**config.mk**
```make
export PLATFORM = sky130hd
export DESIGN_NAME = cre_fit
export DESIGN_NICKNAME = d
export VERILOG_FILES = /design/src/hdl/assert_macros.svh /design/src/hdl/cre_pkg.sv /design/src/hdl/cre_fit.sv
export SDC_FILE = /design/constraint.sdc
export NUM_CORES = 2
export LEC_CHECK = 0
export ABC_AREA = 1
export BUFFER_PORTS_ARGS = -buffer_cell sky130_fd_sc_hd__buf_2
export CAP_MARGIN = 20
export CORE_MARGIN = 10
export CORE_UTILIZATION = 50
export CTS_CLUSTER_SIZE = 30
export DETAILED_ROUTE_END_ITERATION = 6
export GPL_TIMING_DRIVEN = 0
export PLACE_DENSITY = 0.69
export SYNTH_ARGS = -nofsm -noshare
export SYNTH_HDL_FRONTEND = slang
export SYNTH_SLANG_ARGS = --single-unit
```
**constraint.sdc**
```tcl
create_clock -name clk -period 10.4 [get_ports clk]
set_input_delay 0.52 -clock clk [delete_from_list [all_inputs] [get_ports clk]]
set_output_delay 0.52 -clock clk [all_outputs]
set_load 0.01 [all_outputs]
```
**src/hdl/assert_macros.svh**
```systemverilog
// Assertion macros for the curve evaluator top module.
`ifndef ASSERT_MACROS_SVH
`define ASSERT_MACROS_SVH
`ifndef SYNTHESIS
// Same-cycle implication, checked at every rising edge outside reset.
`define CRE_ASSERT_IMPL(lbl, ante, cons) \
  lbl: assert property (@(posedge clk) disable iff (rst) (ante) |-> (cons)) \
    else $error("assertion failed");
// Next-cycle implication, checked at every rising edge outside reset.
`define CRE_ASSERT_NEXT(lbl, ante, cons) \
  lbl: assert property (@(posedge clk) disable iff (rst) (ante) |=> (cons)) \
    else $error("assertion failed");
`else
`define CRE_ASSERT_IMPL(lbl, ante, cons)
`define CRE_ASSERT_NEXT(lbl, ante, cons)
`endif
`endif

```
**src/hdl/cre_pkg.sv**
```systemverilog
// Types, constants and helper functions shared by the curve evaluator.
package cre_pkg;

  localparam int COORD_W  = 32;
  localparam int T_W      = 17;
  localparam int T_FRAC   = 16;
  localparam int COEF_W   = 36;
  localparam int ACC_W    = 42;
  localparam int NUM_REGS = 8;
  localparam int IDX_W    = 3;

  localparam logic [T_W-1:0] T_ONE = T_W'(1) << T_FRAC;

  localparam logic signed [COORD_W-1:0] COORD_MAX = {1'b0, {(COORD_W-1){1'b1}}};
  localparam logic signed [COORD_W-1:0] COORD_MIN = {1'b1, {(COORD_W-1){1'b0}}};

  // Request and result payloads.
  typedef struct packed {
    logic           func;
    logic [T_W-1:0] t;
    logic [T_W-1:0] t_end;
  } req_t;

  typedef struct packed {
    logic signed [COORD_W-1:0] pos_x;
    logic signed [COORD_W-1:0] pos_y;
    logic signed [COORD_W-1:0] slope_x;
    logic signed [COORD_W-1:0] slope_y;
    logic signed [COORD_W-1:0] area;
    logic                      clipped;
  } res_t;

  typedef logic [NUM_REGS-1:0][COEF_W-1:0] coef_arr_t;
  typedef logic signed [ACC_W-1:0] acc_t;

  // What a Horner lane computes.
  typedef enum logic [2:0] {
    KIND_POS_X,
    KIND_POS_Y,
    KIND_SLP_X,
    KIND_SLP_Y,
    KIND_INT
  } kind_t;

  // Parameter values above one are clamped to one.
  function automatic logic [T_W-1:0] clamp_t(input logic [T_W-1:0] x);
    return (x > T_ONE) ? T_ONE : x;
  endfunction

  // Lane assignment: four evaluations, or an antiderivative in every lane.
  function automatic kind_t lane_kind(input logic func, input logic [1:0] lane);
    kind_t k;
    k = KIND_INT;
    if (!func) begin
      case (lane)
        2'd0:    k = KIND_POS_X;
        2'd1:    k = KIND_POS_Y;
        2'd2:    k = KIND_SLP_X;
        default: k = KIND_SLP_Y;
      endcase
    end
    return k;
  endfunction

  // One coefficient, sign extended to the accumulator width.
  function automatic acc_t cx(input coef_arr_t c, input logic [IDX_W-1:0] i);
    return acc_t'($signed(c[i]));
  endfunction

  // Accumulator value entering the first Horner step.
  function automatic acc_t init_k(input coef_arr_t c, input kind_t kind);
    return (kind == KIND_INT) ? cx(c, 3'd4) * acc_t'(3) : '0;
  endfunction

  // Term added after the product in Horner step number step (0 to 3).
  function automatic acc_t step_k(input coef_arr_t c, input kind_t kind,
                                  input logic [1:0] step);
    acc_t k;
    logic [IDX_W-1:0] b;
    k = '0;
    b = (kind == KIND_POS_Y || kind == KIND_SLP_Y || kind == KIND_INT) ? 3'd4 : 3'd0;
    case (kind) inside
      KIND_POS_X, KIND_POS_Y: k = cx(c, b + {1'b0, step});
      KIND_SLP_X, KIND_SLP_Y: begin
        case (step)
          2'd0:    k = '0;
          2'd1:    k = cx(c, b) * acc_t'(3);
          2'd2:    k = cx(c, b + 3'd1) * acc_t'(2);
          default: k = cx(c, b + 3'd2);
        endcase
      end
      KIND_INT: begin
        case (step)
          2'd0:    k = cx(c, b + 3'd1) * acc_t'(4);
          2'd1:    k = cx(c, b + 3'd2) * acc_t'(6);
          2'd2:    k = cx(c, b + 3'd3) * acc_t'(12);
          default: k = '0;
        endcase
      end
      default: k = '0;
    endcase
    return k;
  endfunction

endpackage

```
**src/hdl/cre_fit.sv**
```systemverilog
// Control point registers and the Catmull-Rom coefficient fit.
module cre_fit import cre_pkg::*; (
  input  logic               clk,
  input  logic               rst,
  input  logic               cfg_we,
  input  logic [IDX_W-1:0]   cfg_index,
  input  logic [COORD_W-1:0] cfg_data,
  output coef_arr_t          coefs
);

  logic signed [COORD_W-1:0] regs [NUM_REGS];

  // Control points; every index of the port names a register.
  always_ff @(posedge clk) begin
    if (rst) begin
      for (int i = 0; i < NUM_REGS; i++) regs[i] <= '0;
    end else if (cfg_we) begin
      regs[cfg_index] <= cfg_data;
    end
  end

  // Doubled cubic coefficients per axis, exact in raw units.
  genvar ax;
  for (ax = 0; ax < 2; ax++) begin : g_axis
    logic signed [COEF_W-1:0] pm, p0, p1, p2;
    assign pm = COEF_W'(regs[ax]);
    assign p0 = COEF_W'(regs[2 + ax]);
    assign p1 = COEF_W'(regs[4 + ax]);
    assign p2 = COEF_W'(regs[6 + ax]);
    assign coefs[4*ax + 0] = p0 * COEF_W'(3) - p1 * COEF_W'(3) - pm + p2;
    assign coefs[4*ax + 1] = pm * COEF_W'(2) - p0 * COEF_W'(5) + p1 * COEF_W'(4) - p2;
    assign coefs[4*ax + 2] = p1 - pm;
    assign coefs[4*ax + 3] = p0 * COEF_W'(2);
  end

endmodule

```
After elaboration in Yosys (flattened, before gate mapping)
Memories as Yosys holds them, arrays and structs flattened.
Index checks and enable logic that the tools add are counted.
- $add $sub $neg: 14
- multiplexer cells: 8
- reduce and logical (&&, ||, !) cells: 1
- multiply operators: 6
- operators by type and width (operator ; number):
    $sub A36 B32 Y36 ; 4
    $mul A32 B3 Y35 const B ; 4
    $add A36 B32 Y36 ; 2
    $add A36 B34 Y36 ; 2
    $mul A32 B4 Y36 const B ; 2
    $sub A33 B36 Y36 ; 2
    $sub A35 B35 Y36 ; 2
    $sub A32 B32 Y33 ; 2
    $mux W32 ; 1
    $reduce_or A32 Y1 ; 1
    $mux W1 ; 6
    $mux W3 ; 1
- memories: 1
- logic and storage cells: 30
- input bits: 38
- bits in writable memories: 256
- bits in registers: 0
- memories (name ; words ; width ; rd ports ; clocked after Yosys merged registers in ; wr ports ; line ; source):
    regs ; 8 ; 32 ; 8 ; 0 ; 8 ; cre_fit.sv:11 ; logic signed [COORD_W-1:0] regs [NUM_REGS];

Depth between registers and ports, before layout
- word-level depth: 5
- gate-level depth with buffers: 23

Worst setup path after synthesis
OpenSTA, ideal clock, no wires.
- path type: register to output
- start: memory regs[3][1]
- end: output port coefs[176] in the netlist's numbering
- path slack: 5831 ps
- data arrival time: 4049 ps
- data required time: 9880 ps
- cell stages (with the launch flop): 21
- cells stage by stage: edfxtp_1 fa_1 fa_1 fa_1 inv_1 fa_1 inv_1 ha_1 inv_1 fa_1 inv_1 nand3_1 nand2_2 nand2_1 nand2_2 nand3_1 nand2_1 nand2_1 nand2_1 nand2_1 nand2_1
- RTL lines (what ; line ; source):
    from (decl) ; cre_fit.sv:11 ;
    to (decl) ; cre_fit.sv:8 ; output coef_arr_t coefs

==> impl_summary.txt <==
----------------------------------------------------
[Finish]
  Most common cell after layout, fill and taps aside ... sky130_fd_sc_hd__inv_1
  Combined area of the multi-input logic cells ... 25280 sq um
  Register cell area after layout ... 7687 sq um
  Max reg flops ... 256
  Synthesis-to-layout area growth ... 10.22%
  Number of inserted diodes ... 0
  Finished Core Util ... 0.5548
  Largest registers in the final layout ... regs: 256 flops
  Largest Register ... regs
  Top library cells by usage in the layout, fill and taps aside ... sky130_fd_sc_hd__inv_1 (1514), sky130_fd_sc_hd__nand2_1 (1009), sky130_fd_sc_hd__nor2_1 (577), sky130_fd_sc_hd__ha_1 (474), sky130_fd_sc_hd__fa_1 (450)
  Proportion of layout cells with a drive suffix above 1 ... 0.08779
  Number of fill cells in the layout ... 7446
  Count of nets after finishing ... 6396

[Logic synthesis]
  Post-Synthesis Cell Area ... 38860 sq um
  Post-synthesis instance total ... 5073
  Post-synthesis area per instance ... 7.661 sq um
  Count of different cell masters after synthesis ... 29
  Number of warnings issued by yosys ... 0
  Top cells by area in the synthesized netlist ... sky130_fd_sc_hd__fa_1 (23%), sky130_fd_sc_hd__edfxtp_1 (20%), sky130_fd_sc_hd__ha_1 (15%)
  Sequential cell area fraction in the yosys report ... 0.1978
  Dominant cell type by area after synthesis ... sky130_fd_sc_hd__fa_1
  Synth top area share ... 0.2318
  Async S/R FF share, synth ... 0
  Dominant register cell in the synthesized netlist ... sky130_fd_sc_hd__edfxtp_1
  EDFF count, synth ... 256
  Synth Register Bits ... 256

[Clocking]
  TritonCTS clock tree ... yes
  Total clock sinks ... 256
  Maximum count of clock buffers along a single path ... 3
  CTS H-tree lvls ... 1
  Count of buffers added by post-CTS timing repair for setup ... 0
  Clk slew on worst S/H paths ... 60 ps
  Number of buffers created by CTS ... 30
  Number of cells upsized or downsized after cts ... 0
  Root buffer cell ... sky130_fd_sc_hd__clkbuf_16
  Number of buffers inserted for hold repair after clock tree synthesis ... 0

[STA]
  Count of final max-slew check failures ... 0
  Endpoints failing hold ... 0
  Setup TNS ... 0 ps
  Minimum setup slack in the final design ... 4492 ps
  Number of endpoints failing setup at the final stage ... 0
  Period minus WS final ... 5908 ps
  Maximum operating frequency ... 169.2 MHz
  RSZ-0062 raised after global routing ... no
  Relative max-transition margin ... 0.4000
  Transition at the pin with the smallest max-transition slack ... 896.8 ps
  Final cycle utilization of the critical path ... 0.5681

[Global routing]
  Antenna violations before repair ... 3
  Total routing usage reported by global routing ... 0.2733
  Largest net degree at the start of global routing ... 33
  Global-route wire length before repair ... 189.6 mm
  Grt ovf ... 0
  Via count of the first global-routing pass ... 33.96k

[Drt]
  Post-route DRC violation count ... 0
  Final Routed Wirelength ... 123.7 mm
  1st-pass router iterations ... 7
  Vias/cell ... 5.026
  Routed vias ... 32.65k
  Detail-routed net length per standard cell ... 19.04 microns
  Detail Route Antenna Nets ... 0
  Count of routing violations after the opening detailed-route iteration ... 1903

[Setup path]
  Data arrival time of the worst path ... 5390 ps
  CP Class ... reg -> out
  Cell-by-cell trace of the critical path ... fa_1 -> fa_1 -> fa_1 -> inv_1 -> fa_1 -> inv_1 -> ha_1 -> fa_1 -> nand3_1 -> nand2_1 -> nand2_1 -> nand2_1 -> nand2_1 -> nand2_1 -> xor2_1 -> buf_2
  Slowest cell on crit path ... sky130_fd_sc_hd__fa_1
  Required time of the critical path ... 9880 ps
  Launching element type of the critical path ... flip-flop
  Crit-path max FO ... 5
  Crit path largest cell delay ... 600 ps
  Sort of element at the end of the critical path ... output port

[Placed design]
  Setup slack after placement ... 5111 ps
  Count of buffers from port buffering ... 323
  Detail Placement HPWL ... 110.0 mm
  Routability cong. ... 0.9939

[Worst hold path]
  Hold Crit Class ... in -> reg

[Die]
  Placeable core area ... 77210 sq um
  Initial cell density of the core ... 0.5034
  Die outline height ... 298.8 microns
  Die area ... 89280 sq um
  Overall die width ... 298.8 microns
  I/O pin cnt ... 326
  Site row count ... 102

[Flow run]
  Max Cap Viol ... 0

[Status]
  Result of the run ... finished clean

----------------------------------------------------
## per-stage QoR
step | cell area, sq um | instances | hold WS (ps)
detailed placement | 41920 | 6442 | 1014
CTS | 42840 | 6496 | 386.3
floorplan | 38870 | 5074 | 808.8
finish | 42840 | 6496 | 422.5
global placement | 41790 | 6437 | 1010
global route | 42840 | 6496 | 428.7
## worst paths after layout
check | startpoint | endpoint | cells past startpoint
worst min-delay path | cfg_data[12] | regs[3][12] | 3
worst max-delay path | regs[2][1] | coefs[14] | 16
## metal layers
layer / GRT usage / share of wire
met5: 0 / 0.000089
met4: 0.1142 / 0.047
met3: 0.03492 / 0.054
met2: 0.4845 / 0.49
met1: 0.3313 / 0.41
## cells in the mapped netlist, types with 24 or more instances
cell	count
sky130_fd_sc_hd__o21ai_0	134
sky130_fd_sc_hd__edfxtp_1	256
sky130_fd_sc_hd__nand4_1	33
sky130_fd_sc_hd__buf_2	24
sky130_fd_sc_hd__nand2_1	1015
sky130_fd_sc_hd__fa_1	450
sky130_fd_sc_hd__ha_1	474
sky130_fd_sc_hd__inv_1	1514
sky130_fd_sc_hd__nor3_1	42
sky130_fd_sc_hd__nand2_2	39
sky130_fd_sc_hd__a21oi_1	222
sky130_fd_sc_hd__xor2_1	95
sky130_fd_sc_hd__nor2_1	577
sky130_fd_sc_hd__nand3_1	132
## cell type report
cell class | count | share of cell area
clock inverters | 23 | 0.003885
plain buffers | 38 | 0.005257
clock buffers | 31 | 0.01761
inverters | 1515 | 0.1328
well taps | 1040 | 0.03038
repair buffers | 328 | 0.04042
multi-input cells | 3265 | 0.5902
flip-flops and latches | 256 | 0.1795
## worst max-delay path, delay by kind of cell, from the launching register on
family                   cells  cell delay [ps]
flip-flops                   1              520
AND/OR/NAND/NOR              6              640
adder cells (fa/ha/maj)      6             2920
XOR/XNOR                     1              380
buffers and inverters        3              310
## logic make-up after synthesis
kind of cell | after synthesis | share of synthesized area
compound gates | 383 | 0.05109
xor+xnor | 100 | 0.02254
fa+ha+maj | 924 | 0.3844
buf+inv | 1553 | 0.1521
flops | 256 | 0.1978
other cells | 1 | 0.00009649
simple gates | 1856 | 0.1920
Power is not shown: default switching activity piles up to over one toggle a cycle in this logic, so the estimate is an artifact.
