$ cat src/hdl/assert_macros.svh
// Assertion macros for the curve evaluator top module.
`ifndef ASSERT_MACROS_SVH
`define ASSERT_MACROS_SVH
`ifndef SYNTHESIS
// Same-cycle implication, checked at every rising edge outside reset.
`define CRE_ASSERT_IMPL(lbl, ante, cons) \
  lbl: assert property (@(posedge clk) disable iff (rst) (ante) |-> (cons)) \
    else $error("assertion failed");
// Next-cycle implication, checked at every rising edge outside reset.
`define CRE_ASSERT_NEXT(lbl, ante, cons) \
  lbl: assert property (@(posedge clk) disable iff (rst) (ante) |=> (cons)) \
    else $error("assertion failed");
`else
`define CRE_ASSERT_IMPL(lbl, ante, cons)
`define CRE_ASSERT_NEXT(lbl, ante, cons)
`endif
`endif

$ cat src/hdl/cre_pkg.sv
// Types, constants and helper functions shared by the curve evaluator.
package cre_pkg;

  localparam int COORD_W  = 32;
  localparam int T_W      = 17;
  localparam int T_FRAC   = 16;
  localparam int COEF_W   = 36;
  localparam int ACC_W    = 42;
  localparam int NUM_REGS = 8;
  localparam int IDX_W    = 3;

  localparam logic [T_W-1:0] T_ONE = T_W'(1) << T_FRAC;

  localparam logic signed [COORD_W-1:0] COORD_MAX = {1'b0, {(COORD_W-1){1'b1}}};
  localparam logic signed [COORD_W-1:0] COORD_MIN = {1'b1, {(COORD_W-1){1'b0}}};

  // Request and result payloads.
  typedef struct packed {
    logic           func;
    logic [T_W-1:0] t;
    logic [T_W-1:0] t_end;
  } req_t;

  typedef struct packed {
    logic signed [COORD_W-1:0] pos_x;
    logic signed [COORD_W-1:0] pos_y;
    logic signed [COORD_W-1:0] slope_x;
    logic signed [COORD_W-1:0] slope_y;
    logic signed [COORD_W-1:0] area;
    logic                      clipped;
  } res_t;

  typedef logic [NUM_REGS-1:0][COEF_W-1:0] coef_arr_t;
  typedef logic signed [ACC_W-1:0] acc_t;

  // What a Horner lane computes.
  typedef enum logic [2:0] {
    KIND_POS_X,
    KIND_POS_Y,
    KIND_SLP_X,
    KIND_SLP_Y,
    KIND_INT
  } kind_t;

  // Parameter values above one are clamped to one.
  function automatic logic [T_W-1:0] clamp_t(input logic [T_W-1:0] x);
    return (x > T_ONE) ? T_ONE : x;
  endfunction

  // Lane assignment: four evaluations, or an antiderivative in every lane.
  function automatic kind_t lane_kind(input logic func, input logic [1:0] lane);
    kind_t k;
    k = KIND_INT;
    if (!func) begin
      case (lane)
        2'd0:    k = KIND_POS_X;
        2'd1:    k = KIND_POS_Y;
        2'd2:    k = KIND_SLP_X;
        default: k = KIND_SLP_Y;
      endcase
    end
    return k;
  endfunction

  // One coefficient, sign extended to the accumulator width.
  function automatic acc_t cx(input coef_arr_t c, input logic [IDX_W-1:0] i);
    return acc_t'($signed(c[i]));
  endfunction

  // Accumulator value entering the first Horner step.
  function automatic acc_t init_k(input coef_arr_t c, input kind_t kind);
    return (kind == KIND_INT) ? cx(c, 3'd4) * acc_t'(3) : '0;
  endfunction

  // Term added after the product in Horner step number step (0 to 3).
  function automatic acc_t step_k(input coef_arr_t c, input kind_t kind,
                                  input logic [1:0] step);
    acc_t k;
    logic [IDX_W-1:0] b;
    k = '0;
    b = (kind == KIND_POS_Y || kind == KIND_SLP_Y || kind == KIND_INT) ? 3'd4 : 3'd0;
    case (kind) inside
      KIND_POS_X, KIND_POS_Y: k = cx(c, b + {1'b0, step});
      KIND_SLP_X, KIND_SLP_Y: begin
        case (step)
          2'd0:    k = '0;
          2'd1:    k = cx(c, b) * acc_t'(3);
          2'd2:    k = cx(c, b + 3'd1) * acc_t'(2);
          default: k = cx(c, b + 3'd2);
        endcase
      end
      KIND_INT: begin
        case (step)
          2'd0:    k = cx(c, b + 3'd1) * acc_t'(4);
          2'd1:    k = cx(c, b + 3'd2) * acc_t'(6);
          2'd2:    k = cx(c, b + 3'd3) * acc_t'(12);
          default: k = '0;
        endcase
      end
      default: k = '0;
    endcase
    return k;
  endfunction

endpackage

$ cat src/hdl/cre_step.sv
// One registered Horner step: rounded product with the parameter plus a term.
module cre_step import cre_pkg::*; (
  input  logic           clk,
  input  logic           en,
  input  acc_t           acc_in,
  input  logic [T_W-1:0] u_in,
  input  kind_t          kind_in,
  input  logic [1:0]     step,
  input  coef_arr_t      coefs,
  output acc_t           acc,
  output logic [T_W-1:0] u,
  output kind_t          kind
);

  localparam int PROD_W = ACC_W + T_W;

  logic [ACC_W-1:0]  mag;
  logic [PROD_W-1:0] prod;
  logic [ACC_W-1:0]  rnd;
  acc_t              scaled;

  // Sign-magnitude product, rounded to nearest with ties away from zero.
  assign mag    = acc_in[ACC_W-1] ? ACC_W'(-acc_in) : ACC_W'(acc_in);
  assign prod   = PROD_W'(mag) * PROD_W'(u_in);
  assign rnd    = ACC_W'((prod + PROD_W'(1 << (T_FRAC - 1))) >> T_FRAC);
  assign scaled = acc_in[ACC_W-1] ? -$signed(rnd) : $signed(rnd);

  // Stage register; parameter and lane kind travel with the sum.
  always_ff @(posedge clk) begin
    if (en) begin
      acc  <= scaled + step_k(coefs, kind_in, step);
      u    <= u_in;
      kind <= kind_in;
    end
  end

endmodule

$ cat config.mk
export PLATFORM = sky130hd
export DESIGN_NAME = cre_step
export DESIGN_NICKNAME = d
export VERILOG_FILES = /design/src/hdl/assert_macros.svh /design/src/hdl/cre_pkg.sv /design/src/hdl/cre_step.sv
export SDC_FILE = /design/constraint.sdc
export NUM_CORES = 2
export LEC_CHECK = 0
export ABC_CLOCK_PERIOD_IN_PS = 18550
export BUFFER_PORTS_ARGS = -buffer_cell sky130_fd_sc_hd__buf_2
export CAP_MARGIN = 10
export CORE_MARGIN = 1
export CORE_UTILIZATION = 50
export CTS_CLUSTER_DIAMETER = 80
export CTS_CLUSTER_SIZE = 8
export DETAILED_ROUTE_END_ITERATION = 10
export MAX_ROUTING_LAYER = met4
export PLACE_DENSITY = 0.73
export SYNTH_ARGS = -nofsm -noshare
export SYNTH_HDL_FRONTEND = slang
export SYNTH_SLANG_ARGS = --single-unit
export TNS_END_PERCENT = 10
$ cat constraint.sdc
create_clock -name clk -period 18.55 [get_ports clk]
set_input_delay 1.855 -clock clk [delete_from_list [all_inputs] [get_ports clk]]
set_output_delay 1.855 -clock clk [all_outputs]
set_load 0.05 [all_outputs]
; Yosys cells after proc, flatten, opt, wreduce, memory -nomap -nowiden
; Cells that the tools add are included.
[totals]
in_bits = 354
out_inout_bits = 62
regBits = 62
word_cells = 51
[classes]
n_addsub = 8
mul = 4
magnitude_cmp = 5
n_eq_ne = 6
n_reduce_logical = 6
muxes = 19
[ops]
columns = operator, n
row1 = binary-select mux 36 bit (select 3 bit), 5
row2 = two-way mux 42 bit, 6
row3 = case mux 42 bit (3 select lines), 2
row4 = two-way mux 36 bit, 5
row5 = multiplier 36 x 3 -> 39 bit (second input constant), 3
row6 = negator 42 bit, 2
row7 = adder 58 x 16 -> 58 bit (second input constant), 1
row8 = multiplier 42 x 17 -> 58 bit, 1
row9 = adder 42 bit, 1
row10 = less-than comparator 3 x 4 -> 1 bit (second input constant), 5
row11 = adder 3 x 2 -> 3 bit (second input constant), 2
row12 = == test 3 x 2 -> 1 bit (second input constant), 2
row13 = OR reduction 2 bit, 2
row14 = adder 3 x 1 -> 3 bit (second input constant), 1
row15 = adder 3 x 2 -> 3 bit, 1
row16 = == test 3 x 1 -> 1 bit (second input constant), 1
row17 = == test 3 bit (second input constant), 1
row18 = zero test 3 bit, 1
row19 = two-way mux 3 bit, 1
row20 = == test 2 x 1 -> 1 bit (second input constant), 1
row21 = == test 2 bit (second input constant), 1
row22 = zero test 2 bit, 1
row23 = logical OR 1 bit, 2

; Logic depth before layout (Yosys ltp)
[depth]
ltp_word = 14
mapped_depth = 52
mapped_depth_nobuf = 47

; Least setup slack after synthesis
; No wires, ideal clock.
[synth_timing]
kind = input-to-reg
startpoint = input acc_in[0]
endpoint = register acc[41], data pin
required_time_ns = 18.282
n_path_buf = 6
stages = 50
t_arrival_ns = 13.280
slack_ns = 5.002
cell_sequence = buf_2 clkbuf_1 inv_1 ha_1 nand3b_1 or4_1 or2_2 nand2b_1 or2_2 nor4_1 nand2_1 or2_2 o21ai_0 xnor2_1 clkbuf_1 nand2_1 fa_1 fa_1 [... 14 more ...] o21ai_1 xnor2_1 or3_1 or3_1 or4_1 buf_2 o21ai_0 xnor2_1 ha_1 clkbuf_1 a21oi_1 o21bai_1 a21oi_1 o31ai_1 a41oi_1 nor2_1 o31ai_1 xnor3_1
[synth_between]
elab_chain_len = 7
[synth_rtl]
columns = item, line
row1 = "start, declared", cre_step.sv:5  ; input acc_t acc_in,
row2 = negator 42 bit, cre_step.sv:23  ; assign mag = acc_in[ACC_W-1] ? ACC_W'(-acc_in) : ACC_W'(acc_in);
row3 = two-way mux 42 bit *, cre_step.sv:23
row4 = multiplier 42 x 17 -> 58 bit *, cre_step.sv:24  ; assign prod = PROD_W'(mag) * PROD_W'(u_in);
row5 = adder 58 x 16 -> 58 bit *, cre_step.sv:25  ; assign rnd = ACC_W'((prod + PROD_W'(1 << (T_FRAC - 1))) >> T_FRAC);
row6 = negator 42 bit, cre_step.sv:26  ; assign scaled = acc_in[ACC_W-1] ? -$signed(rnd) : $signed(rnd);
row7 = two-way mux 42 bit *, cre_step.sv:26
row8 = adder 42 bit *, cre_step.sv:31  ; acc <= scaled + step_k(coefs, kind_in, step);
row9 = "end signal, assigned", cre_step.sv:31
row10 = "end, declared", cre_step.sv:10  ; output acc_t acc,
; Every way passes the cells marked *; elsewhere a longest branch is shown, timed or not.
; A chain may end at the register's enable or synchronous reset.

; Worst setup path in the final report
[layout_timing]
startpoint = input acc_in[3]
endpoint = register acc[41], data pin
; The elaborated chain is that of the path after synthesis.

==> flow_metrics.py <==
metrics = {
    "die": {
        "dieArea_um2": 80600,
        "start_util": 0.505,
        "io-pin-count": 416,
        "rows": 103,
        "dieWidth_um": 284,
        "core_area_um2": 78700,
        "die_h_um": 284,
    },
    "grt": {
        "grt_pass1_vias": 35200,
        "antenna_found_initial": 4,
        "grt_max_degree": 79,
        "grt_usage": 0.322,
        "grt_pass1_wl_mm": 198,
        "grt_overflow": 0,
    },
    "sta": {
        "finalSetupViolCount": 0,
        "max_freq_ghz": 0.0701,
        "finalSetupTns_ps": 0,
        "worst_hold_slack_ps": 1790,
        "hold_viol": 0,
        "min_period_ps": 14270,
        "slew_headroom": 0.162,
        "worst_pin_slew_ps": 1250,
        "period_share": 0.769,
        "final_max_slew_viol_count": 0,
        "rsz0062_at_grt": "false",
    },
    "logic_synthesis": {
        "synth-main-ff-cell": "edfxtp_1",
        "synth_edf_count": 62,
        "synth.distinct_cells": 99,
        "synth_compound_area_frac": 0.154,
        "synthMuxAreaShare": 0.0448,
        "synth-adder-area-share": 0.433,
        "synthSimpleGateAreaFrac": 0.174,
        "yosysSeqAreaShare": 0.0469,
        "synthesis.nets": 6146,
        "synth_xor_area_frac": 0.0561,
        "syn_inst": 4778,
        "syn_area_um2": 39700,
        "yosysWarnings": 0,
        "ys_seq_elements": 62,
        "ys_async_sr_fraction": 0,
        "synth_top_family_by_area": "adder cells",
        "syn_avg_cell_area_um2": 8.32,
    },
    "routing": {
        "wl_per_cell_um": 21.1,
        "drt_iter0_drc": 3103,
        "viasPerCell": 5.87,
        "drc": 0,
        "drtPass1Iterations": 8,
        "wl_mm": 128,
        "antenna_left": 0,
        "via_count": 35600,
    },
    "hold_path": {
        "hold_class": "primary input to register",
        "worstHoldStart": "kind_in[0]",
    },
    "cells_and_area": {
        "drive_gt1_frac": 0.133,
        "final_area_um2": 43100,
        "syn_to_final_growth_pct": 8.47,
        "fin_nets": 6384,
        "final_cells": 6074,
    },
    "critical_path": {
        "cp.arrival_ps": 14390,
        "crit_family": "simple AND/OR/NAND/NOR gates",
        "startpoint": "acc_in[3]",
        "critPathSlowestCell": "fa_1",
        "crit_path_frequent_cell": "a21o_1",
        "max_stage_delay_ps": 570,
        "worstSetupPathType": "primary input to register",
        "crit_path_end_kind": "register",
        "crit_path_max_fanout": 17,
        "cp.required_ps": 18670,
        "start_kind": "primary input",
        "crit_buf_inv": 4,
    },
    "clock_tree": {
        "htree_levels": 3,
        "hold_buffers": 0,
        "clk_pin_slew_worst_paths_ps": 60,
        "cts.sinks": 62,
        "clockBufferDepth": 2,
        "cts_resized": 0,
        "post_cts_buffers": 0,
        "cts_buffers": 9,
        "cts_tree": "yes",
        "root_buffer": "clkbuf_16",
    },
    "placement": {
        "gp_congestion": 1.05,
        "place_hpwl_mm": 104,
        "dp_cells": 6055,
        "io_buffer_count": 415,
        "place_area_um2": 42800,
    },
    "status": {
        "status": "complete, no violations",
    },
    "flow_run": {
        "maxCapViolations": 0,
    },
}
==> registers in the layout, indices dropped and copies added (netlist names) <==
name  count
acc      42
u        17
kind      3
==> cell usage after synthesis, drive strengths merged, types with 33 or more instances <==
cell type / n / share of area
and2: 355 / 0.056
fa: 602 / 0.30
nand2b: 33 / 0.0052
xor2: 74 / 0.016
ha: 412 / 0.13
o21a: 35 / 0.0066
nor2: 221 / 0.021
inv: 723 / 0.068
nand3: 34 / 0.0044
nor3: 48 / 0.0060
buf: 34 / 0.0040
xnor2: 177 / 0.039
o31ai: 42 / 0.0083
edfxtp: 62 / 0.047
clkbuf: 198 / 0.019
a211oi: 54 / 0.010
a21oi: 245 / 0.032
o21ai: 171 / 0.022
mux2: 99 / 0.028
a21o: 102 / 0.019
nand2: 571 / 0.054
mux2i: 55 / 0.014
a31oi: 33 / 0.0052
==> logic make-up (layout without fill, tap and decap cells) <==
group | count (synthesis) | in the layout
simple gates | 1414 | 1414
fa+ha+maj | 1014 | 1014
buf+inv | 955 | 1198
compound gates | 922 | 922
xor+xnor | 252 | 252
mux | 159 | 159
flops | 62 | 62
other cells | 0 | 3
==> cells in the final DEF, fill, tap and decap left out, drive strengths merged, types with 10 or more instances in the layout <==
master	instances
o21a	35
and3	20
a211o	17
o211ai	32
buf	459
a211oi	54
edfxtp	62
a21oi	245
or3	28
xnor2	177
a221oi	10
nand3	34
a31oi	33
o221ai	14
o21bai	29
fa	602
a31o	10
ha	412
nand2	571
or2	17
or4	13
o31ai	42
a21o	102
xor2	74
inv	723
mux2i	55
nor3	48
and2	355
o21ai	171
o22ai	28
nand4	21
nand2b	33
nor4	11
mux2	99
nor2b	16
nor2	221
==> per-layer routing <==
metal / global-route usage / routed length [um] / vias to the layer above
li1: - / - / 16200
met1: 0.413 / 52400 / 17500
met2: 0.513 / 59100 / 1736
met3: 0.0498 / 11800 / 235
met4: 0.119 / 4920 / 0
met5: - / 0 / -
==> layout make-up <==
cell class | instances | area (um2)
sequential | 62 | 1860
inverter | 723 | 2710
clock inverter | 7 | 75.1
clock buffer | 9 | 225
multi-input combinational | 3761 | 34500
tap | 1050 | 1310
fill | 7355 | 35600
antenna | 3 | 7.51
timing repair buffer | 459 | 2420
==> stage by stage <==
step	setup slack, ps	utilization
detailed placement	3970	0.543
global route	3490	0.547
global placement	4250	0.543
floorplan	5000	-
finish	4280	0.547
CTS	4360	0.547
==> worst paths after layout <==
check | slack (ps) | endpoint | cells after the start
worst min-delay path | 1790 | kind[0] | 1
worst max-delay path | 4280 | acc[41] | 44
Power is not shown: default switching activity piles up to over one toggle a cycle in this logic, so the estimate is an artifact.
