**config.mk**
```make
export PLATFORM = sky130hd
export DESIGN_NAME = cre_post
export DESIGN_NICKNAME = d
export VERILOG_FILES = /design/src/hdl/assert_macros.svh /design/src/hdl/cre_pkg.sv /design/src/hdl/cre_post.sv
export SDC_FILE = /design/constraint.sdc
export NUM_CORES = 2
export LEC_CHECK = 0
export BUFFER_PORTS_ARGS = -buffer_cell sky130_fd_sc_hd__buf_2
export CAP_MARGIN = 20
export CORE_ASPECT_RATIO = 1.25
export CORE_MARGIN = 2
export CORE_UTILIZATION = 27
export DETAILED_ROUTE_END_ITERATION = 16
export PLACE_DENSITY = 0.41
export SYNTH_ARGS = -nofsm -noshare
export SYNTH_HDL_FRONTEND = slang
export SYNTH_SLANG_ARGS = --single-unit
```
**constraint.sdc**
```tcl
create_clock -name clk -period 10.31 [get_ports clk]
set_input_delay 2.5775 -clock clk [delete_from_list [all_inputs] [get_ports clk]]
set_output_delay 2.5775 -clock clk [all_outputs]
set_load 0.01 [all_outputs]
```
**src/hdl/assert_macros.svh**
```systemverilog
// Assertion macros for the curve evaluator top module.
`ifndef ASSERT_MACROS_SVH
`define ASSERT_MACROS_SVH
`ifndef SYNTHESIS
// Same-cycle implication, checked at every rising edge outside reset.
`define CRE_ASSERT_IMPL(lbl, ante, cons) \
  lbl: assert property (@(posedge clk) disable iff (rst) (ante) |-> (cons)) \
    else $error("assertion failed");
// Next-cycle implication, checked at every rising edge outside reset.
`define CRE_ASSERT_NEXT(lbl, ante, cons) \
  lbl: assert property (@(posedge clk) disable iff (rst) (ante) |=> (cons)) \
    else $error("assertion failed");
`else
`define CRE_ASSERT_IMPL(lbl, ante, cons)
`define CRE_ASSERT_NEXT(lbl, ante, cons)
`endif
`endif

```
**src/hdl/cre_pkg.sv**
```systemverilog
// Types, constants and helper functions shared by the curve evaluator.
package cre_pkg;

  localparam int COORD_W  = 32;
  localparam int T_W      = 17;
  localparam int T_FRAC   = 16;
  localparam int COEF_W   = 36;
  localparam int ACC_W    = 42;
  localparam int NUM_REGS = 8;
  localparam int IDX_W    = 3;

  localparam logic [T_W-1:0] T_ONE = T_W'(1) << T_FRAC;

  localparam logic signed [COORD_W-1:0] COORD_MAX = {1'b0, {(COORD_W-1){1'b1}}};
  localparam logic signed [COORD_W-1:0] COORD_MIN = {1'b1, {(COORD_W-1){1'b0}}};

  // Request and result payloads.
  typedef struct packed {
    logic           func;
    logic [T_W-1:0] t;
    logic [T_W-1:0] t_end;
  } req_t;

  typedef struct packed {
    logic signed [COORD_W-1:0] pos_x;
    logic signed [COORD_W-1:0] pos_y;
    logic signed [COORD_W-1:0] slope_x;
    logic signed [COORD_W-1:0] slope_y;
    logic signed [COORD_W-1:0] area;
    logic                      clipped;
  } res_t;

  typedef logic [NUM_REGS-1:0][COEF_W-1:0] coef_arr_t;
  typedef logic signed [ACC_W-1:0] acc_t;

  // What a Horner lane computes.
  typedef enum logic [2:0] {
    KIND_POS_X,
    KIND_POS_Y,
    KIND_SLP_X,
    KIND_SLP_Y,
    KIND_INT
  } kind_t;

  // Parameter values above one are clamped to one.
  function automatic logic [T_W-1:0] clamp_t(input logic [T_W-1:0] x);
    return (x > T_ONE) ? T_ONE : x;
  endfunction

  // Lane assignment: four evaluations, or an antiderivative in every lane.
  function automatic kind_t lane_kind(input logic func, input logic [1:0] lane);
    kind_t k;
    k = KIND_INT;
    if (!func) begin
      case (lane)
        2'd0:    k = KIND_POS_X;
        2'd1:    k = KIND_POS_Y;
        2'd2:    k = KIND_SLP_X;
        default: k = KIND_SLP_Y;
      endcase
    end
    return k;
  endfunction

  // One coefficient, sign extended to the accumulator width.
  function automatic acc_t cx(input coef_arr_t c, input logic [IDX_W-1:0] i);
    return acc_t'($signed(c[i]));
  endfunction

  // Accumulator value entering the first Horner step.
  function automatic acc_t init_k(input coef_arr_t c, input kind_t kind);
    return (kind == KIND_INT) ? cx(c, 3'd4) * acc_t'(3) : '0;
  endfunction

  // Term added after the product in Horner step number step (0 to 3).
  function automatic acc_t step_k(input coef_arr_t c, input kind_t kind,
                                  input logic [1:0] step);
    acc_t k;
    logic [IDX_W-1:0] b;
    k = '0;
    b = (kind == KIND_POS_Y || kind == KIND_SLP_Y || kind == KIND_INT) ? 3'd4 : 3'd0;
    case (kind) inside
      KIND_POS_X, KIND_POS_Y: k = cx(c, b + {1'b0, step});
      KIND_SLP_X, KIND_SLP_Y: begin
        case (step)
          2'd0:    k = '0;
          2'd1:    k = cx(c, b) * acc_t'(3);
          2'd2:    k = cx(c, b + 3'd1) * acc_t'(2);
          default: k = cx(c, b + 3'd2);
        endcase
      end
      KIND_INT: begin
        case (step)
          2'd0:    k = cx(c, b + 3'd1) * acc_t'(4);
          2'd1:    k = cx(c, b + 3'd2) * acc_t'(6);
          2'd2:    k = cx(c, b + 3'd3) * acc_t'(12);
          default: k = '0;
        endcase
      end
      default: k = '0;
    endcase
    return k;
  endfunction

endpackage

```
**src/hdl/cre_post.sv**
```systemverilog
// Final scaling: halving and saturation, and the division of the integral by 24.
module cre_post import cre_pkg::*; (
  input  logic       clk,
  input  logic [2:0] en,
  input  acc_t       lane_acc [4],
  input  logic       func,
  output res_t       res
);

  localparam int DIV_SPLIT   = 16;
  localparam int DIV3_SHIFT  = 20;
  localparam int DIV3_W      = 19;
  localparam logic [DIV3_W-1:0] DIV3_MUL = 19'd349526;
  localparam int HI_W        = COORD_W + 1 - DIV_SPLIT;
  localparam logic [ACC_W:0] Q_POS_LIM = (ACC_W+1)'(3) << (COORD_W - 1);
  localparam logic [ACC_W:0] Q_NEG_LIM = Q_POS_LIM + (ACC_W+1)'(3);

  logic signed [COORD_W-1:0] half_val [4];
  logic [3:0]                half_clip;

  // Position and slope: halve with rounding, then saturate.
  genvar L;
  for (L = 0; L < 4; L++) begin : g_half
    logic [ACC_W-1:0] m, h;
    acc_t             hs;
    logic             hi, lo;
    assign m  = lane_acc[L][ACC_W-1] ? ACC_W'(-lane_acc[L]) : ACC_W'(lane_acc[L]);
    assign h  = (m + ACC_W'(1)) >> 1;
    assign hs = lane_acc[L][ACC_W-1] ? -$signed(h) : $signed(h);
    assign hi = hs > acc_t'(COORD_MAX);
    assign lo = hs < acc_t'(COORD_MIN);
    assign half_clip[L] = hi || lo;
    assign half_val[L]  = hi ? COORD_MAX : (lo ? COORD_MIN : COORD_W'(hs));
  end

  // Integral: magnitude of the difference, rounded and divided by eight.
  logic signed [ACC_W:0] diff;
  logic [ACC_W:0]        dmag, q;
  logic                  neg, over;
  assign diff = (ACC_W+1)'(lane_acc[0]) - (ACC_W+1)'(lane_acc[1]);
  assign neg  = diff[ACC_W];
  assign dmag = neg ? (ACC_W+1)'(-diff) : (ACC_W+1)'(diff);
  assign q    = (dmag + (ACC_W+1)'(12)) >> 3;
  assign over = neg ? (q >= Q_NEG_LIM) : (q >= Q_POS_LIM);

  res_t             s5_base, s6_base;
  res_t             eval_res;
  logic             s5_func, s5_neg, s5_over, s6_func, s6_neg, s6_over;
  logic [COORD_W:0] s5_q;
  logic [15:0]      s6_a1, s6_ql;
  logic [1:0]       s6_r1;

  // Evaluation fields of the result; all zero for an integral.
  always_comb begin
    eval_res = '0;
    if (!func) begin
      eval_res.pos_x   = half_val[0];
      eval_res.pos_y   = half_val[1];
      eval_res.slope_x = half_val[2];
      eval_res.slope_y = half_val[3];
      eval_res.clipped = |half_clip;
    end
  end

  // Stage five: scaled evaluations and the integral quotient by eight.
  always_ff @(posedge clk) begin
    if (en[0]) begin
      s5_base <= eval_res;
      s5_func <= func;
      s5_neg  <= neg;
      s5_over <= over;
      s5_q    <= over ? '0 : q[COORD_W:0];
    end
  end

  // Stage six: upper digits divided by three through a reciprocal.
  logic [HI_W-1:0]          qh;
  logic [HI_W+DIV3_W-1:0]   prod1;
  logic [15:0]              a1;
  assign qh    = s5_q[COORD_W:DIV_SPLIT];
  assign prod1 = (HI_W+DIV3_W)'(qh) * (HI_W+DIV3_W)'(DIV3_MUL);
  assign a1    = 16'(prod1 >> DIV3_SHIFT);

  always_ff @(posedge clk) begin
    if (en[1]) begin
      s6_base <= s5_base;
      s6_func <= s5_func;
      s6_neg  <= s5_neg;
      s6_over <= s5_over;
      s6_a1   <= a1;
      s6_r1   <= 2'(qh - HI_W'(a1) * HI_W'(3));
      s6_ql   <= s5_q[DIV_SPLIT-1:0];
    end
  end

  // Stage seven: remainder with the lower digits divided by three, then sign.
  logic [DIV_SPLIT+1:0]            n;
  logic [DIV_SPLIT+2+DIV3_W-1:0]   prod2;
  logic [COORD_W-1:0]              qmag;
  logic signed [COORD_W-1:0]       area_v;
  res_t                            out_res;
  assign n      = {s6_r1, s6_ql};
  assign prod2  = (DIV_SPLIT+2+DIV3_W)'(n) * (DIV_SPLIT+2+DIV3_W)'(DIV3_MUL);
  assign qmag   = {s6_a1, 16'(prod2 >> DIV3_SHIFT)};
  assign area_v = s6_over ? (s6_neg ? COORD_MIN : COORD_MAX)
                          : (s6_neg ? $signed(-qmag) : $signed(qmag));

  // Complete result with the area and the combined clip flag.
  always_comb begin
    out_res         = s6_base;
    out_res.area    = s6_func ? area_v : '0;
    out_res.clipped = s6_base.clipped | (s6_func & s6_over);
  end

  always_ff @(posedge clk) begin
    if (en[2]) begin
      res <= out_res;
    end
  end

endmodule

```
Yosys cells after proc, flatten, opt, wreduce, memory -nomap -nowiden
Cells that the tools add are included.

storage, ports and cells
  output and inout bits = 161
  input port bits = 173
  logic and storage cells = 92
  bits in registers = 492

cells by class
  muxes and demuxes = 21
  bitwise logic cells = 2
  order comparisons = 10
  reductions and logical operators = 9
  multipliers = 3
  add/subtract/negate cells = 17

operator list
  kind                      number
  $mux W42                  8
  $mux W32                  7
  $add A42 B1 Y42 const B   4
  $gt A42 B32 Y1 const B    4
  $lt A42 B32 Y1 const B    4
  $neg A41 Y42              4
  $neg A42 Y42              4
  $mux W31                  4
  $ge A40 B33 Y1 const B    2
  $add A43 B4 Y43 const B   1
  $mux W43                  1
  $neg A43 Y43              1
  $sub A42 B42 Y43          1
  $mul A17 B18 Y35 const B  1
  $mul A18 B18 Y35 const B  1
  $neg A32 Y32              1
  $mul A16 B2 Y2 const B    1
  $reduce_or A2 Y1          4
  $logic_or A1 B1 Y1        4
  $reduce_or A4 Y1          1
  $sub A2 B2 Y2             1
  $and A1 B1 Y1             1
  $mux W1                   1
  $or A1 B1 Y1              1

Depth between registers and ports, before layout
  depth after elaboration = 8
  mapped depth = 35
  mapped depth without buffers = 28

Worst setup path before layout
Ideal clock, no wire load.

  path kind = input to register
  from = in lane_acc[125] (netlist name)
  to = reg s5_q[15] (data pin)
  data arrival time = 9.821 ns
  setup time = 0.270 ns
  cell stages on the path = 33
  setup slack = 0.219 ns
  data required time = 10.040 ns
  path buffers = 11
  cell sequence = buf_2 -> clkinv_1 -> clkbuf_1 -> clkbuf_1 -> buf_1 -> buf_1 -> ha_1 -> a21oi_1 -> o211ai_1 -> o21ai_0 -> nand2_1 -> inv_1 -> clkbuf_1 -> buf_1 -> clkbuf_1 -> clkbuf_1 -> clkbuf_1 -> nand2_1 -> xor2_1 -> ha_1 -> a31oi_1 -> nor4b_1 -> nand3_1 -> mux2i_1 -> o21ai_0 -> or3_1 -> nor3_1 -> a2bb2oi_1 -> xnor2_1 -> nor2_1 -> a31oi_1 -> clkbuf_1 -> nor4_1

on the way
  longest elaborated chain between the ends = 6
  elaborated cells on any way between the ends = 7
  those cells by class = add/sub: 3; order compare: 2; mux: 2

RTL lines
  what                    line            RTL
  start: declaration      cre_post.sv:5   input acc_t lane_acc [4],
  $sub A42 B42 Y43 (*)    cre_post.sv:40  assign diff = (ACC_W+1)'(lane_acc[0]) - (ACC_W+1)'(lane_acc[1]);
  net diff[42]            cre_post.sv:37  logic signed [ACC_W:0] diff;
  $neg A43 Y43            cre_post.sv:42  assign dmag = neg ? (ACC_W+1)'(-diff) : (ACC_W+1)'(diff);
  $mux W43                cre_post.sv:42
  $add A43 B4 Y43         cre_post.sv:43  assign q = (dmag + (ACC_W+1)'(12)) >> 3;
  $ge A40 B33 Y1          cre_post.sv:44  assign over = neg ? (q >= Q_NEG_LIM) : (q >= Q_POS_LIM);
  $mux W1                 cre_post.sv:44
  end signal: assignment  cre_post.sv:72  s5_q <= over ? '0 : q[COORD_W:0];
  end: declaration        cre_post.sv:49  logic [COORD_W:0] s5_q;

Mark *: on every way through the listed nets, which the timed path passes. The rest lies on a longest branch.
A chain may end at the register's enable or synchronous reset.

Final worst setup path
  from = in lane_acc[126] (netlist name)
  to = reg s5_over (data pin)

on the way
  longest elaborated chain between the ends = 6
  elaborated cells on any way between the ends = 7
  those cells by class = add/sub: 3; order compare: 2; mux: 2

RTL lines
  what                    line            RTL
  $sub A42 B42 Y43 (*)    cre_post.sv:40
  $neg A43 Y43            cre_post.sv:42
  $mux W43                cre_post.sv:42
  $add A43 B4 Y43         cre_post.sv:43
  $ge A40 B33 Y1          cre_post.sv:44
  $mux W1 (*)             cre_post.sv:44
  net over                cre_post.sv:39  logic neg, over;
  end signal: assignment  cre_post.sv:71  s5_over <= over;
  end: declaration        cre_post.sv:48  logic s5_func, s5_neg, s5_over, s6_func, s6_neg, s6_over;

Marks and branches as above.

==> flow_metrics.env <==
export IMPL_end_kind="flip-flop"
export IMPL_synthAdderAreaFrac=0.163
export IMPL_start_util=0.272
export IMPL_final_cell_mix="492 x edfxtp_1, 421 x inv_1, 391 x xnor2_1"
export IMPL_cts_made_buffers=59
export IMPL_drt_iter0_markers=2733
export IMPL_gr_total_overflow=0
export IMPL_powerDensity_mw_per_mm2=250
export IMPL_synthXorXnorAreaFrac=0.108
export IMPL_layout_nets=6157
export IMPL_cp_max_fo=34
export IMPL_maxCapViolCount=0
export IMPL_top_layer="met5"
export IMPL_seqCellArea_mm2=0.0148
export IMPL_reg2reg_depth=23
export IMPL_worstMarginPinSlew_ns=1.10
export IMPL_vdd_drop_max_mv=0.491
export IMPL_vias_per_cell=5.16
export IMPL_rows=174
export IMPL_place_inst=7775
export IMPL_antenna_found_initial=17
export IMPL_setup_tns_final_ns=0
export IMPL_layout_cells_non_filler=7892
export IMPL_clockRootBuffer="clkbuf_16"
export IMPL_final_core_util=0.307
export IMPL_slowest_stage="nor4b_1"
export IMPL_mostFrequentLayoutCell="edfxtp_1"
export IMPL_crit_type="input pin to flip-flop"
export IMPL_synthesis_area_mm2=0.0489
export IMPL_fmax_ghz=0.108
export IMPL_dieHeight_um=480
export IMPL_wl_met3_um=5300
export IMPL_drtPass1Iterations=6
export IMPL_min_period_ns=9.22
export IMPL_ant_nets=0
export IMPL_grt_pass1_vias=40545
export IMPL_synth_warnings=0
export IMPL_numPortBuffers=333
export IMPL_setup_violations=0
export IMPL_area_delta_synth_final_pct=12.7
export IMPL_synth_cells=5239
export IMPL_clockBufferDepth=3
export IMPL_synth_ff_latch_count=492
export IMPL_outcome="complete, no violations"
export IMPL_fin_crit_sh=0.895
export IMPL_hold_buffers=0
export IMPL_crit_path_max_incr_delay_ns=0.51
export IMPL_dp_hpwl_um=125000
export IMPL_htreeDepth=2
export IMPL_crit_family="simple AND/OR/NAND/NOR gates"
export IMPL_wl_met1_um=71500
export IMPL_clock_sinks=492
export IMPL_n_fill_cell=19133
export IMPL_synth_cell_types=117
export IMPL_multi_input_comb_area_mm2=0.0314
export IMPL_cts_setup_buffers=0
export IMPL_final_layout_size_suffix_gt1_frac=0.123
export IMPL_place_area_mm2=0.0531
export IMPL_synth_simple_area_share=0.191
export IMPL_synth_top_family_by_area="simple AND/OR/NAND/NOR gates"
export IMPL_synth_seq_area_share=0.302
export IMPL_arrival_ns=9.62
export IMPL_fin_area_mm2=0.0551
export IMPL_die_x_um=385
export IMPL_dieArea_mm2=0.185
export IMPL_via_count=40716
export IMPL_crit_buf_inv=5
export IMPL_drc=0
export IMPL_rsz0062_at_grt="false"
export IMPL_post_drt_wl_per_cell_um=20.0
export IMPL_cts_tree="done"
export IMPL_synth_edf_count=492
export IMPL_synth_nets=5934
export IMPL_fin_worst_skew_ns=0.0277
export IMPL_ys_flop_type="edfxtp_1"
export IMPL_postCtsResizedCells=0
export IMPL_clk_latency_ns=0.67
export IMPL_cp_start_kind="input pin"
export IMPL_slew_limit_headroom=0.260
export IMPL_slew_violations=0
export IMPL_cts_clk_slew_worst_paths_ns=0.06
export IMPL_synth_compound_area_frac=0.173
export IMPL_hold_path_class="flip-flop to flip-flop"
export IMPL_hold_violations=0
export IMPL_wl_met2_um=76800
export IMPL_leakagePower_nw=20.7
export IMPL_grtUsageTotal=0.167
export IMPL_syn_avg_cell_area_um2=9.34
export IMPL_hold_depth=0
export IMPL_grt_max_degree=72
export IMPL_drt_total_wl_um=158000
export IMPL_io_pins=334
export IMPL_core_mm2=0.180
export IMPL_cp_data_required_time_ns=10.71
export IMPL_gp_congestion=0.909
export IMPL_synthMuxAreaShare=0.00696
export IMPL_async_reset_ff_frac=0
export IMPL_cp_depth=29
export IMPL_grt_pass1_wl_um=244000
==> worst paths after layout <==
path / start / to / slack [ns]
worst max-delay path: lane_acc[126] / s5_over$_DFFE_PP_ / 1.09
worst min-delay path: out_res[71]$_DFFE_PP_ / res[71]$_DFFE_PP_ / 0.41
worst max register to register: s6_ql[1]$_DFFE_PP_ / res[25]$_SDFFCE_PN0P_ / 1.49
worst min register to register: out_res[71]$_DFFE_PP_ / res[71]$_DFFE_PP_ / 0.41
==> registers in the layout, summed over array words and instances, names as in the netlist <==
name	count
res	161
s5_base	129
out_res	128
s5_q	33
s6_a1	16
s6_ql	16
s6_r1	2
s5_func	1
s5_neg	1
s5_over	1
s6_base	1
s6_func	1
s6_neg	1
s6_over	1
==> synthesized netlist by cell type, drive strengths merged, types with 20 or more instances <==
master | count | area (µm²)
edfxtp | 492 | 14800
inv | 422 | 1580
xnor2 | 394 | 3470
nor2 | 335 | 1260
ha | 328 | 4100
o21ai | 320 | 1690
nand2 | 274 | 1030
xor2 | 206 | 1800
fa | 194 | 3880
nor3 | 187 | 976
clkbuf | 175 | 657
a21oi | 174 | 871
nand3 | 159 | 806
nor4 | 139 | 1000
o31ai | 104 | 805
or3 | 86 | 543
buf | 84 | 472
nand4 | 77 | 488
nand2b | 67 | 422
o41ai | 64 | 606
or4 | 57 | 432
and3 | 56 | 350
a21o | 54 | 405
a31oi | 49 | 307
o211ai | 49 | 368
nor2b | 47 | 294
a211oi | 43 | 328
o21a | 41 | 308
or2 | 41 | 256
and2 | 39 | 244
o31a | 29 | 254
mux2i | 25 | 250
nor3b | 23 | 173
nor4b | 23 | 244
a41oi | 20 | 175
==> routing by layer <==
metal	up-vias	track usage
met5	-	0
li1	19852	-
met1	19827	0.220
met4	24	0.0439
met2	825	0.287
met3	188	0.0186
==> where the power goes <==
part	total, mW	internal [mW]	switching (mW)
registers	2.76	2.63	0.121
clock network	2.16	1.23	0.934
logic	8.89	3.50	5.39
total	13.8	7.36	6.44
==> metrics by stage <==
step | power, mW | setup slack [ns] | hold WS [ns]
6_report | 13.8 | 1.09 | 0.414
5_1_grt | 15.4 | 0.619 | 0.420
4_1_cts | 14.1 | 1.15 | 0.417
3_5_place_dp | 11.8 | 0.418 | 0.405
3_3_place_gp | 11.8 | 0.537 | 0.401
2_1_floorplan | 9.36 | 0.219 | 0.400
==> worst reg2reg max path: stages (launching register included) <==
cell	delay, ns
edfxtp_1	0.54
ha_1	0.47
inv_1	0.08
fa_1	0.50
fa_1	0.55
inv_1	0.05
fa_1	0.50
fa_1	0.53
fa_1	0.51
ha_1	0.22
a2111oi_0	0.57
o211ai_1	0.32
a22o_1	0.26
a31oi_1	0.37
a211oi_1	0.19
o21ai_0	0.42
a211oi_1	0.18
nor3_1	0.55
mux2i_1	0.30
or4b_2	0.86
nor2_1	0.17
mux2i_1	0.20
o22a_1	0.17
nor2_1	0.05
==> logic make-up after synthesis <==
kind of cell,count (synthesis)
simple gates,1698
compound gates,1208
buf+inv,685
xor+xnor,601
fa+ha+maj,522
flops,492
mux,33
==> cell type report <==
cell class / count / share of cell area
antenna: 3 / 0.000136
clock buffer: 66 / 0.0276
clock inverter: 46 / 0.00847
inverter: 426 / 0.0290
multi-input combinational: 4062 / 0.570
sequential: 492 / 0.268
tap: 2376 / 0.0539
timing repair buffer: 421 / 0.0426
(Power assumes the default switching activity.)
